$ cat src/design/quadrature_sine_generator_macros.svh
// Assertion helpers for the top-level module.
`ifndef QUADRATURE_SINE_GENERATOR_MACROS_SVH
`define QUADRATURE_SINE_GENERATOR_MACROS_SVH

// Same-cycle implication, idle during reset.
`define QSG_ASSERT_IMP(lbl, clk, rstn, ante, cons) \
    lbl: assert property (@(posedge clk) disable iff (!(rstn)) (ante) |-> (cons)) \
        else $error("assertion failed");

// Next-cycle implication, idle during reset.
`define QSG_ASSERT_NXT(lbl, clk, rstn, ante, cons) \
    lbl: assert property (@(posedge clk) disable iff (!(rstn)) (ante) |=> (cons)) \
        else $error("assertion failed");

`endif

$ cat src/design/qsg_pkg.sv
`default_nettype none
package qsg_pkg;
    localparam int CORDIC_STAGES_DEF   = 18;
    localparam int ANGLE_FRAC_BITS_DEF = 24;
    localparam int PW     = 18;   // phase, rate and tone width
    localparam int XW     = 34;   // CORDIC x/y width
    localparam int ZW     = 33;   // CORDIC angle width
    localparam int CNT_W  = 6;    // divider iteration count
    localparam int TAB_LEN = 24;
    localparam logic signed [XW-1:0] START_X = 34'sd1304025951;

    localparam logic [1:0] REG_RATE  = 2'd0;
    localparam logic [1:0] REG_TONE  = 2'd1;
    localparam logic [1:0] REG_COUNT = 2'd2;

    typedef enum logic [2:0] {
        ST_IDLE,
        ST_MODP,
        ST_FRAC,
        ST_STEP,
        ST_CORD
    } state_t;

    typedef struct packed {
        logic            start;
        logic [PW-1:0]   rem_init;
        logic [PW-1:0]   value;
        logic [CNT_W-1:0] iters;
    } div_req_t;

    typedef struct packed {
        logic               vld;
        logic [1:0]         quad;
        logic signed [XW-1:0] x;
        logic signed [XW-1:0] y;
        logic signed [ZW-1:0] z;
    } cordic_t;

    // atan(2^-i) in units of 2^32 per turn
    function automatic logic signed [ZW-1:0] atan_turn(input int i);
        logic signed [ZW-1:0] r;
        case (i)
            0:  r = 33'sd536870912;
            1:  r = 33'sd316933406;
            2:  r = 33'sd167458907;
            3:  r = 33'sd85004756;
            4:  r = 33'sd42667331;
            5:  r = 33'sd21354465;
            6:  r = 33'sd10679838;
            7:  r = 33'sd5340245;
            8:  r = 33'sd2670163;
            9:  r = 33'sd1335087;
            10: r = 33'sd667544;
            11: r = 33'sd333772;
            12: r = 33'sd166886;
            13: r = 33'sd83443;
            14: r = 33'sd41722;
            15: r = 33'sd20861;
            16: r = 33'sd10430;
            17: r = 33'sd5215;
            18: r = 33'sd2608;
            19: r = 33'sd1304;
            20: r = 33'sd652;
            21: r = 33'sd326;
            22: r = 33'sd163;
            23: r = 33'sd81;
            default: r = '0;
        endcase
        return r;
    endfunction

    // Round Q16 half up and clamp to the symmetric 16-bit range
    function automatic logic signed [15:0] to_sample(input logic signed [XW-1:0] v);
        logic signed [XW:0] s;
        logic signed [XW:0] r;
        s = (XW+1)'(v) + (XW+1)'(32768);
        r = s >>> 16;
        if (r > (XW+1)'(32767)) begin
            return 16'sd32767;
        end else if (r < -(XW+1)'(32767)) begin
            return -16'sd32767;
        end
        return 16'(r);
    endfunction
endpackage
`default_nettype wire

$ cat src/design/qsg_div.sv
`default_nettype none
module qsg_div
    import qsg_pkg::*;
#(
    parameter int QW = ANGLE_FRAC_BITS_DEF
) (
    input  wire logic          aclk,
    input  wire logic          aresetn,
    input  wire div_req_t      req,
    input  wire logic [PW-1:0] divisor,
    output logic [PW-1:0]      rem,
    output logic [QW-1:0]      quot,
    output logic               done
);
    logic [PW-1:0]    rem_reg, val_reg;
    logic [QW-1:0]    q_reg;
    logic [CNT_W-1:0] cnt_reg;
    logic             busy_reg, done_reg;
    logic [PW:0]      rem_sh;
    logic             ge;
    logic [PW-1:0]    rem_next;

    // One restoring step: shift in a dividend bit, subtract if it fits
    always_comb begin
        rem_sh   = {rem_reg, val_reg[PW-1]};
        ge       = rem_sh >= {1'b0, divisor};
        rem_next = ge ? PW'(rem_sh - {1'b0, divisor}) : rem_sh[PW-1:0];
    end

    always_ff @(posedge aclk) begin
        if (!aresetn) begin
            busy_reg <= 1'b0;
            done_reg <= 1'b0;
        end else begin
            done_reg <= 1'b0;
            if (req.start) begin
                busy_reg <= 1'b1;
            end else if (busy_reg && cnt_reg == CNT_W'(1)) begin
                busy_reg <= 1'b0;
                done_reg <= 1'b1;
            end
        end
    end

    always_ff @(posedge aclk) begin
        if (req.start) begin
            rem_reg <= req.rem_init;
            val_reg <= req.value;
            q_reg   <= '0;
            cnt_reg <= req.iters;
        end else if (busy_reg) begin
            rem_reg <= rem_next;
            val_reg <= val_reg << 1;
            q_reg   <= {q_reg[QW-2:0], ge};
            cnt_reg <= cnt_reg - CNT_W'(1);
        end
    end

    assign rem  = rem_reg;
    assign quot = q_reg;
    assign done = done_reg;
endmodule
`default_nettype wire

$ cat config.mk
export PLATFORM = sky130hd
export DESIGN_NAME = qsg_div
export DESIGN_NICKNAME = d
export VERILOG_FILES = /design/src/design/quadrature_sine_generator_macros.svh /design/src/design/qsg_pkg.sv /design/src/design/qsg_div.sv
export SDC_FILE = /design/constraint.sdc
export NUM_CORES = 1
export LEC_CHECK = 0
export ABC_CLOCK_PERIOD_IN_PS = 2960
export BUFFER_PORTS_ARGS = -buffer_cell sky130_fd_sc_hd__buf_2
export CORE_MARGIN = 5
export CORE_UTILIZATION = 44
export DETAILED_ROUTE_END_ITERATION = 6
export PLACE_DENSITY_LB_ADDON = 0.3
export RECOVER_POWER = 25
export SLEW_MARGIN = 20
export SYNTH_ARGS = -nofsm -noshare
export SYNTH_HDL_FRONTEND = slang
export SYNTH_SLANG_ARGS = --single-unit
$ cat constraint.sdc
create_clock -name aclk -period 2.96 [get_ports aclk]
set_clock_uncertainty 0.2 [all_clocks]
set_input_delay 0 -clock aclk [delete_from_list [all_inputs] [get_ports aclk]]
set_output_delay 0 -clock aclk [all_outputs]
set_load 0.01 [all_outputs]
==> results of run 1 <==
==> cells in the mapped netlist (3+ instances only) <==
cell,count,area [sq um]
inv_1,23,86.3
o211ai_1,4,30.0
mux2i_1,26,260
clkbuf_1,11,41.3
mux2_2,19,214
nor3_1,5,25.0
nand2b_1,5,31.3
xor2_1,8,70.1
ha_1,20,250
and3_1,5,31.3
nor2_1,33,124
a21oi_1,17,85.1
nand3_1,8,40.0
nand2_1,32,120
xnor2_1,9,78.8
dfxtp_1,26,521
a31oi_1,10,62.6
o21ai_0,15,75.1
o311ai_1,3,26.3
a21oi_2,3,26.3
edfxtp_1,42,1260
o31ai_1,9,67.6
buf_6,3,33.8
and2_1,11,68.8
nor2b_1,4,25.0
buf_4,3,22.5
==> through the flow <==
step                      power, mW  hold WS [ps]  area (sq um)
after floorplan                2.07         -72.6          4020
after global placement         2.33          30.1          4630
after detailed placement       2.35          39.0          4630
after CTS                      3.15          25.4          5260
after global routing           3.33          88.0          5230
final                          3.14          50.2          5230
==> cell type report <==
| type | count | area, sq um |
|---|---|---|
| Inverter | 24 | 90.1 |
| Clock inverter | 5 | 32.5 |
| Tap cell | 108 | 135 |
| Multi-Input combinational cell | 280 | 2030 |
| Timing Repair Buffer | 156 | 996 |
| Fill cell | 756 | 3580 |
| Clock buffer | 11 | 163 |
| Sequential cell | 68 | 1780 |
==> final timing paths <==
path | startpoint | endpoint | cells past startpoint
setup / recovery | val_reg[17]$_DFFE_PP_ | rem[12]$_DFFE_PP_ | 9
hold reg to reg | quot[0]$_SDFFE_PP0P_ | quot[0]$_SDFFE_PP0P_ | 2
setup reg to reg | val_reg[17]$_DFFE_PP_ | rem[12]$_DFFE_PP_ | 9
hold / removal | req[42] | quot[21]$_SDFFE_PP0P_ | 3
==> power by group <==
part / total [mW] / leakage (nW) / internal [mW] / switching, mW
clock network: 0.745 / 0.105 / 0.379 / 0.367
registers: 1.23 / 0.637 / 1.15 / 0.0764
logic: 1.17 / 1.50 / 0.513 / 0.654
total: 3.14 / 2.24 / 2.04 / 1.10
==> layer usage <==
metal / track usage (%) / up-vias
met3: 3.85 / 12
met1: 22.1 / 1638
met4: 6.94 / 0
li1: - / 1723
met5: 0 / -
met2: 31.0 / 125
==> timing repair <==
item | CTS | global route
setup endpoints to repair | 0 | 3
resized for setup | 0 | 1
hold endpoints to repair | 44 | 0
hold buffers | 43 | 0
buffers inserted | 0 | 0
==> worst reg2reg max path, cell delays in order (launching register included) <==
cell	delay, ps
edfxtp_1	330
inv_1	50
ha_1	190
fa_1	410
nand2b_1	180
a21oi_1	210
o21ai_0	290
a21o_1	250
a311o_1	330
a2bb2oi_1	160
==> cells by family after synthesis <==
kind of cell | after synthesis | share of synthesized area [%]
muxes | 45 | 11.8
buffers and inverters | 45 | 5.35
AOI/OAI and AO/OA | 83 | 14.3
and+or+nand+nor | 114 | 13.9
DFF | 68 | 44.3
adders and majority gates | 21 | 6.72
xor gates and xnor gates | 17 | 3.70
==> metrics.md, run 1 <==
| Metric | Value |
|---|---|
| Pleak | about 2.2 nW |
| Initial Util | a little under half |
| Core area | between 8000 and 9000 sq um |
| Total grt overflow | 0 |
| Via Count | between 3000 and 4000 |
| Final Wtd Congestion | about 0.90 |
| Critical Path End Type | flip-flop |
| P&R area growth vs syn | 29.9% |
| Largest net degree at the start of global routing | between 40 and 50 |
| CTS H-tree depth | 3 |
| DR pass1 iterations | 5 |
| Cells along the critical path | inv_1, ha_1, fa_1, nand2b_1, a21oi_1, o21ai_0, a21o_1, a311o_1, a2bb2oi_1 |
| Routed length per instance | about 15 um |
| Drt total wl | between 10 and 15 mm |
| Most common cell after layout, fill and taps aside | buf_2 |
| Die height | 106 um |
| Avg Synthesized Cell Area | between 10 and 15 sq um |
| Slowest CP cell | fa_1 |
| Post-Syn Nets | approximately 480 |
| Layout cells sized above 1 | between 20% and 30% |
| Final hold vios | 0 |
| Commonest cells after routing, fill and taps aside | buf_2, dlygate4sd3_1, edfxtp_1, nor2_1, nand2_1 |
| Max Fanout on Critical Path | 5 |
| First-pass GRT wire length | approximately 16 mm |
| Metal-1 WL | ~4.2 mm |
| RSZ-0062 raised after global routing | false |
| CP Class | reg2reg |
| Number of global-route vias before repair | 3556 |
| Critical Path RT | between 2000 and 3000 ps |
| ANT nets after route | 0 |
| CTS Buf Count | 9 |
| Worst Path Buf+Inv | 1 |
| Pwr/cell area | 601 nW/um^2 |
| # clock sinks | around 70 |
| Worst skew pair latency | ~330 ps |
| Detailed-route DRC error count | 0 |
| Antenna violations before repair | 0 |
| CP Data Arrival Time | ~2700 ps |
| CP startpoint kind | flip-flop |
| Hpwl dp | slightly above 7 mm |
| Metal2 WL | approximately 5 mm |
| Yosys warns | 0 |
| Tmin final | 2770 ps |
| Count of pins over their slew limit | 0 |
| Fmax | about 0.36 GHz |
| Util after Layout | roughly three fifths |
| Synth Cell Area | 4020 sq um |
| Max layer used | met4 |
| Antenna diodes | 0 |
| Register-to-register setup slack | around 190 ps |
| I/O Pins | about 110 |
| Number of max-cap violations | 0 |
| Number of DRC markers in iteration 0 | between 100 and 150 |
| # port buffers | roughly 110 |
| Status | complete, no violations |
| Synth Register Bits | between 60 and 70 |
| Setup TNS | 0 ps |
| Tot GR Track Use | around 18% |
| Dpl cells | a little under 600 |
| CTS root buffer | clkbuf_8 |
| CTS tree | done |
| Relative slew slack | a little under three fifths |
| CTS clk-pin slew, worst paths | 80 ps |
| Bufs on Longest Clock Path | 2 |
| Tcrit/Tclk final | 93.5% |
| Ys async rst share | 0% |
| Cell Rows | 34 |
| Final setup violation count | 0 |
| Distinct cells, synth | between 50 and 60 |
| Cells after synthesis | just under 400 |
| Measured slew at the worst slew-check pin | ~640 ps |
| Ys flop type | edfxtp_1 |
| Sequential fraction of the synthesis area | about 44% |
| EDFF count, synth | 42 |
| Setup ws final | about 190 ps |
| Metal3 WL | ~760 um |
| Vias per Instance | roughly 5.4 |
| Place WS | 177 ps |
| Final nets | 623 |
| Max FFs per register | 24 |
| Max rail drop VDD | roughly 280 uV |
| Hold Path Class | in2reg |
| DIE WIDTH | about 110 um |
| Die ar. | approximately 11000 sq um |
| Family with the most delay on the worst path | compound AO/OA/AOI/OAI gates |
| Non-filler cells in the finished layout | around 650 |
| Largest stage delay, worst path | about 410 ps |
Note: power is estimated with default switching activity, not from simulation.
==> run 2, diff against run 1 <==
--- a/config.mk
+++ b/config.mk
@@ -8,7 +8,7 @@
 export ABC_CLOCK_PERIOD_IN_PS = 2960
 export BUFFER_PORTS_ARGS = -buffer_cell sky130_fd_sc_hd__buf_2
 export CORE_MARGIN = 5
-export CORE_UTILIZATION = 44
+export CORE_UTILIZATION = 53
 export DETAILED_ROUTE_END_ITERATION = 6
 export PLACE_DENSITY_LB_ADDON = 0.3
 export RECOVER_POWER = 25
==> constraint.sdc (replaced) <==
create_clock -name aclk -period 2.96 [get_ports aclk]
set_clock_uncertainty 0.2 [all_clocks]
set_input_delay 0 -clock aclk [delete_from_list [all_inputs] [get_ports aclk]]
set_output_delay 0 -clock aclk [all_outputs]
set_load 0.02 [all_outputs]
==> metrics.md, run 2 (same netlist as run 1, synthesis figures left out) <==
| Metric | Value |
|---|---|
| Fmax | 0.361 GHz (about the same) |
| ANT nets after route | 0 (unchanged) |
| Max FFs per register | 24 (unchanged) |
| CTS H-tree depth | 3 (unchanged) |
| Status | complete, no violations |
| Hold Path Class | in2reg |
| CP Class | reg2reg |
| First-pass GRT wire length | 17.4 mm (+5.4%) |
| Count of pins over their slew limit | 0 (unchanged) |
| Most common cell after layout, fill and taps aside | buf_2 |
| RSZ-0062 raised after global routing | false |
| Final nets | 623 (unchanged) |
| Final setup violation count | 0 (unchanged) |
| Max Fanout on Critical Path | 5 (unchanged) |
| Setup ws final | 191 ps (-0.715 ps) |
| Bufs on Longest Clock Path | 2 (unchanged) |
| Final Wtd Congestion | 0.879 (-1.9%) |
| Die height | 97.1 um (-8.0%) |
| Final hold vios | 0 (unchanged) |
| Number of DRC markers in iteration 0 | 96 (-21%) |
| Place WS | 264 ps (+86.6 ps) |
| Layout cells sized above 1 | 21.7% (-2.6 points) |
| Cell Rows | 31 (-8.8%) |
| # resized after CTS | 0 (unchanged) |
| Detailed-route DRC error count | 0 (unchanged) |
| CTS Buf Count | 9 (unchanged) |
| Critical Path End Type | flip-flop |
| CP startpoint kind | flip-flop |
| Drt total wl | 10.7 mm (+6.2%) |
| CTS tree | done |
| Vias per Instance | 5.48 (+2.1%) |
| Total grt overflow | 0 (unchanged) |
| Largest stage delay, worst path | 410 ps (about the same) |
| Final Power | 3.30 mW (+5.0%) |
| Routed length per instance | 16.6 um (+7.6%) |
| Worst skew pair latency | 340 ps (about the same) |
| Cells along the critical path | inv_1, ha_1, fa_1, nand2b_1, a21oi_1, o21ai_0, a21o_1, a311o_1, a2bb2oi_1 |
| I/O Pins | 106 (unchanged) |
| Number of global-route vias before repair | 3538 (-0.51%) |
| Dpl cell area | 4600 sq um (-0.68%) |
| # clock sinks | 68 (unchanged) |
| Slowest CP cell | fa_1 |
| Fillers | 567 (-25%) |
| Antenna violations before repair | 0 (unchanged) |
| Critical Path RT | 2950 ps (about the same) |
| Initial Util | 54.9% (+9.2 points) |
| CTS clk-pin slew, worst paths | 90 ps (about the same) |
| Setup TNS | 0 ps (unchanged) |
| Core area | 7330 sq um (-17%) |
| Number of max-cap violations | 0 (unchanged) |
| Tot GR Track Use | 22.7% (+4.7 points) |
| Largest net degree at the start of global routing | 64 (+42%) |
| Pleak | 2.22 nW (-1.2%) |
| Measured slew at the worst slew-check pin | 636 ps (-5.52 ps) |
| P&R area growth vs syn | 29.9% (unchanged) |
| CTS root buffer | clkbuf_8 |
| Pwr/cell area | 631 nW/um^2 (+5.0%) |
| DR pass1 iterations | 4 (-1) |
| Relative slew slack | 57.6% (+0.82 points) |
| Via Count | 3529 (+0.89%) |
| Die ar. | 9430 sq um (-15%) |
| Post-route cell area | 5230 sq um (unchanged) |
| Worst hold slack | 184 ps (+134 ps) |
| # port buffers | 105 (unchanged) |
| CP Data Arrival Time | 2760 ps (+20 ps) |
| Max rail drop VDD | 373 uV (+33%) |
| Hpwl dp | 6.99 mm (-1.6%) |
| Tcrit/Tclk final | 93.6% (about the same) |
| Commonest cells after routing, fill and taps aside | buf_2, dlygate4sd3_1, edfxtp_1, clkbuf_1, nor2_1 |
| DIE WIDTH | 97.1 um (-8.0%) |
| Tmin final | 2770 ps (+0.715 ps) |
[run 2: per-stage QoR]
step	std cells	utilization, %
after CTS	643	71.9
after floorplan	393	-
after global routing	643	71.2
final	644	71.3
after detailed placement	583	62.7
after global placement	583	62.7
[run 2: power breakdown]
group          total [mW]  switching [mW]  internal, mW
registers            1.24          0.0850          1.15
logic                1.19           0.696         0.496
clock network       0.868           0.404         0.464
[run 2: cell type report]
cell class	instances	area (sq um)	share of cell area, %
well taps	99	124	2.37
flip-flops and latches	68	1780	34.1
clock buffers	12	199	3.81
inverters	24	90.1	1.72
repair buffers	156	971	18.6
clock inverters	4	31.3	0.599
multi-input cells	280	2030	38.8
diodes	1	2.50	0.0479
[run 2: worst max-delay path: cells and delay by family, from the launching register on]
family | cells | cell delay [ps]
adder cells (fa/ha/maj) | 2 | 610
AND/OR/NAND/NOR | 1 | 180
flip-flops | 1 | 330
buffers and inverters | 1 | 50
AO/OA/AOI/OAI | 5 | 1260
[run 2: path summary, 6_finish.rpt]
kind                                            start              endpoint  slack, ps  depth (start not counted)
worst min-delay path                       divisor[7]      rem[7]$_DFFE_PP_        180                          5
worst max register to register  val_reg[17]$_DFFE_PP_     rem[12]$_DFFE_PP_        190                          9
worst max-delay path            val_reg[17]$_DFFE_PP_     rem[12]$_DFFE_PP_        190                          9
worst min register to register   quot[0]$_SDFFE_PP0P_  quot[0]$_SDFFE_PP0P_        320                          2
[run 2: routing by layer]
layer,global-route usage (%),vias up,part of all wire [%],wire [um]
li1,-,1723,-,-
met1,27.6,1669,41,4430
met2,39.9,124,51,5460
met3,5.10,13,6.1,652
met4,7.13,0,1.3,144
met5,0,-,0,0
[run 2: timing repair]
action / 4_1_cts / 5_1_grt
hold endpoints to repair: 60 / 0
hold buffers: 44 / 0
setup buffers: 0 / 0
==> run 3, diff against run 2 <==
--- a/config.mk
+++ b/config.mk
@@ -12,6 +12,7 @@
 export DETAILED_ROUTE_END_ITERATION = 6
 export PLACE_DENSITY_LB_ADDON = 0.3
 export RECOVER_POWER = 25
+export REMOVE_ABC_BUFFERS = 1
 export SLEW_MARGIN = 20
 export SYNTH_ARGS = -nofsm -noshare
 export SYNTH_HDL_FRONTEND = slang
==> metrics.md, run 3 (same netlist as run 1, synthesis figures left out) <==
| Metric | Value |
|---|---|
| Worst hold slack | 165 ps (-19.2 ps) |
| Commonest cells after routing, fill and taps aside | buf_2, dlygate4sd3_1, edfxtp_1, clkbuf_1, nor2_1 |
| # port buffers | 105 (unchanged) |
| Tmin final | 2750 ps (-14.7 ps) |
| CP Data Arrival Time | 2740 ps (-20 ps) |
| CTS Buf Count | 9 (unchanged) |
| Final Wtd Congestion | 0.873 (-0.72%) |
| Die ar. | 9430 sq um (unchanged) |
| Measured slew at the worst slew-check pin | 655 ps (+19.2 ps) |
| Antenna violations before repair | 0 (unchanged) |
| Vias per Instance | 5.38 (-1.9%) |
| Antenna diodes | 0 (-1) |
| Pwr/cell area | 623 nW/um^2 (-1.3%) |
| HP Start | divisor[0] |
| Hpwl dp | 6.63 mm (-5.0%) |
| Cell Rows | 31 (unchanged) |
| Status | complete, no violations |
| Util after Layout | 71.2% (-0.12 points) |
| CTS clk-pin slew, worst paths | 80 ps (about the same) |
| Place WS | 189 ps (-75.0 ps) |
| Reg-to-Reg End | rem[12]$_DFFE_PP_ |
| Layout cells sized above 1 | 21.7% (unchanged) |
| Reg2reg path depth | 9 (unchanged) |
| Cells along the critical path | inv_1, ha_1, fa_1, nand2b_1, a21oi_1, o21ai_0, a21o_1, a311o_1, a2bb2oi_1 |
| Tot GR Track Use | 21.4% (-1.4 points) |
| Fmax | 0.363 GHz (+0.53%) |
| Post-CTS setup repair buffer count | 0 (unchanged) |
| Final setup violation count | 0 (unchanged) |
| CTS tree | done |
| Total grt overflow | 0 (unchanged) |
| RSZ-0062 raised after global routing | false |
| P&R area growth vs syn | 29.7% |
| CP Class | reg2reg |
| Die height | 97.1 um (unchanged) |
| Via Count | 3458 (-2.0%) |
| Core area | 7330 sq um (unchanged) |
| Critical Path RT | 2950 ps (about the same) |
| CTS H-tree depth | 3 (unchanged) |
| Number of global-route vias before repair | 3453 (-2.4%) |
| Detailed-route DRC error count | 0 (unchanged) |
| Hold Path Sink | rem[0]$_DFFE_PP_ |
| Reg-to-Reg Start | val_reg[17]$_DFFE_PP_ |
| Register area | 1780 sq um (unchanged) |
| Non-filler cells in the finished layout | 643 (-0.16%) |
| Max Fanout on Critical Path | 5 (unchanged) |
| Register-to-register setup slack | 210 ps (about the same) |
| Final hold vios | 0 (unchanged) |
| Number of DRC markers in iteration 0 | 176 (+83%) |
| Dpl cells | 583 (unchanged) |
| Setup ws final | 206 ps (+14.7 ps) |
| Count of pins over their slew limit | 0 (unchanged) |
| # clock sinks | 68 (unchanged) |
| DR pass1 iterations | 5 (+1) |
| DIE WIDTH | 97.1 um (unchanged) |
| Tcrit/Tclk final | 93.1% (-0.50 points) |
| CP startpoint kind | flip-flop |
| Most common cell after layout, fill and taps aside | buf_2 |
| Routed length per instance | 15.6 um (-5.9%) |
| Hold Path Class | in2reg |
| Worst Path Buf+Inv | 1 (unchanged) |
| Critical Path End Type | flip-flop |
| ANT nets after route | 0 (unchanged) |
| Pleak | 2.21 nW (about the same) |
| Worst skew pair latency | 340 ps (about the same) |
| Relative slew slack | 55.8% (-1.7 points) |
| Min-Delay Path Depth | 4 (-1) |
| Initial Util | 54.9% (unchanged) |
| Max FFs per register | 24 (unchanged) |
| Final nets | 623 (unchanged) |
| CTS root buffer | clkbuf_8 |
| Bufs on Longest Clock Path | 2 (unchanged) |
| Number of max-cap violations | 0 (unchanged) |
| Fillers | 556 (-1.9%) |
| Multi-input gate area | 2030 sq um (about the same) |
| Slowest CP cell | fa_1 |
| Largest stage delay, worst path | 410 ps (about the same) |
| Max rail drop VDD | 416 uV (+12%) |
| First-pass GRT wire length | 16.6 mm (-4.4%) |
| Drt total wl | 10.0 mm (-6.0%) |
| Largest net degree at the start of global routing | 49 (-23%) |
| Family with the most delay on the worst path | compound AO/OA/AOI/OAI gates |
| I/O Pins | 106 (unchanged) |
run 3: cell count changes in the layout (fill, tap and decap cells not counted):
cell      previous run  this run
and3_1               5         4
and3_2               0         1
clkbuf_1            38        39
clkinv_4             1         0
diode_2              1         0
inv_4                0         1
inv_6                2         1
run 3: how the worst max path moves through the flow:
stage	cells past startpoint	end	from	slack [ps]
after floorplan	7	rem[0]$_DFFE_PP_	rem[15]$_DFFE_PP_	-170
after global placement	8	rem[12]$_DFFE_PP_	rem[15]$_DFFE_PP_	250
after detailed placement	8	rem[12]$_DFFE_PP_	rem[15]$_DFFE_PP_	190
after CTS	8	rem[12]$_DFFE_PP_	rem[6]$_DFFE_PP_	170
after global routing	9	rem[12]$_DFFE_PP_	val_reg[17]$_DFFE_PP_	20
final	9	rem[12]$_DFFE_PP_	val_reg[17]$_DFFE_PP_	210
run 3: per-stage QoR:
step	power [mW]	setup TNS, ps	instance area [sq um]
final	3.25	0	5220
after global routing	3.45	0	5220
after detailed placement	2.38	0	4600
after CTS	3.27	0	5260
after global placement	2.36	0	4600
after floorplan	2.05	-371	3900
run 3: area by class of cell:
| type | count | area share [%] |
|---|---|---|
| sequential | 68 | 34.2 |
| inverter | 24 | 1.73 |
| multi-input combinational | 280 | 38.9 |
| timing repair buffer | 156 | 18.6 |
| clock inverter | 3 | 0.384 |
| clock buffer | 13 | 3.89 |
| tap | 99 | 2.37 |
run 3: layer usage:
layer | track usage [%] | vias up | share of wire, %
li1 | - | 1721 | -
met1 | 25.9 | 1590 | 41
met2 | 36.4 | 121 | 50
met3 | 4.88 | 26 | 5.9
met4 | 8.96 | 0 | 2.9
met5 | 0 | - | 0
run 3: repair_timing:
item / in CTS / in global routing
hold buffers: 44 / 0
setup endpoints to repair: 0 / 2
endpoints found under the hold margin: 47 / 0
resized for setup: 0 / 1
run 3: tightest hold or removal path: cells and delay by family:
family                     cells  cell delay [ps]
muxes                          2              280
adders and majority gates      1              230
buffers and inverters          1               90
run 3: power by group:
group	leakage, nW	internal (mW)	switching (mW)	total (mW)
Combinational	1.46	0.495	0.683	1.18
Sequential	0.637	1.15	0.0768	1.23
Clock	0.116	0.461	0.382	0.843
Total	2.21	2.11	1.14	3.25
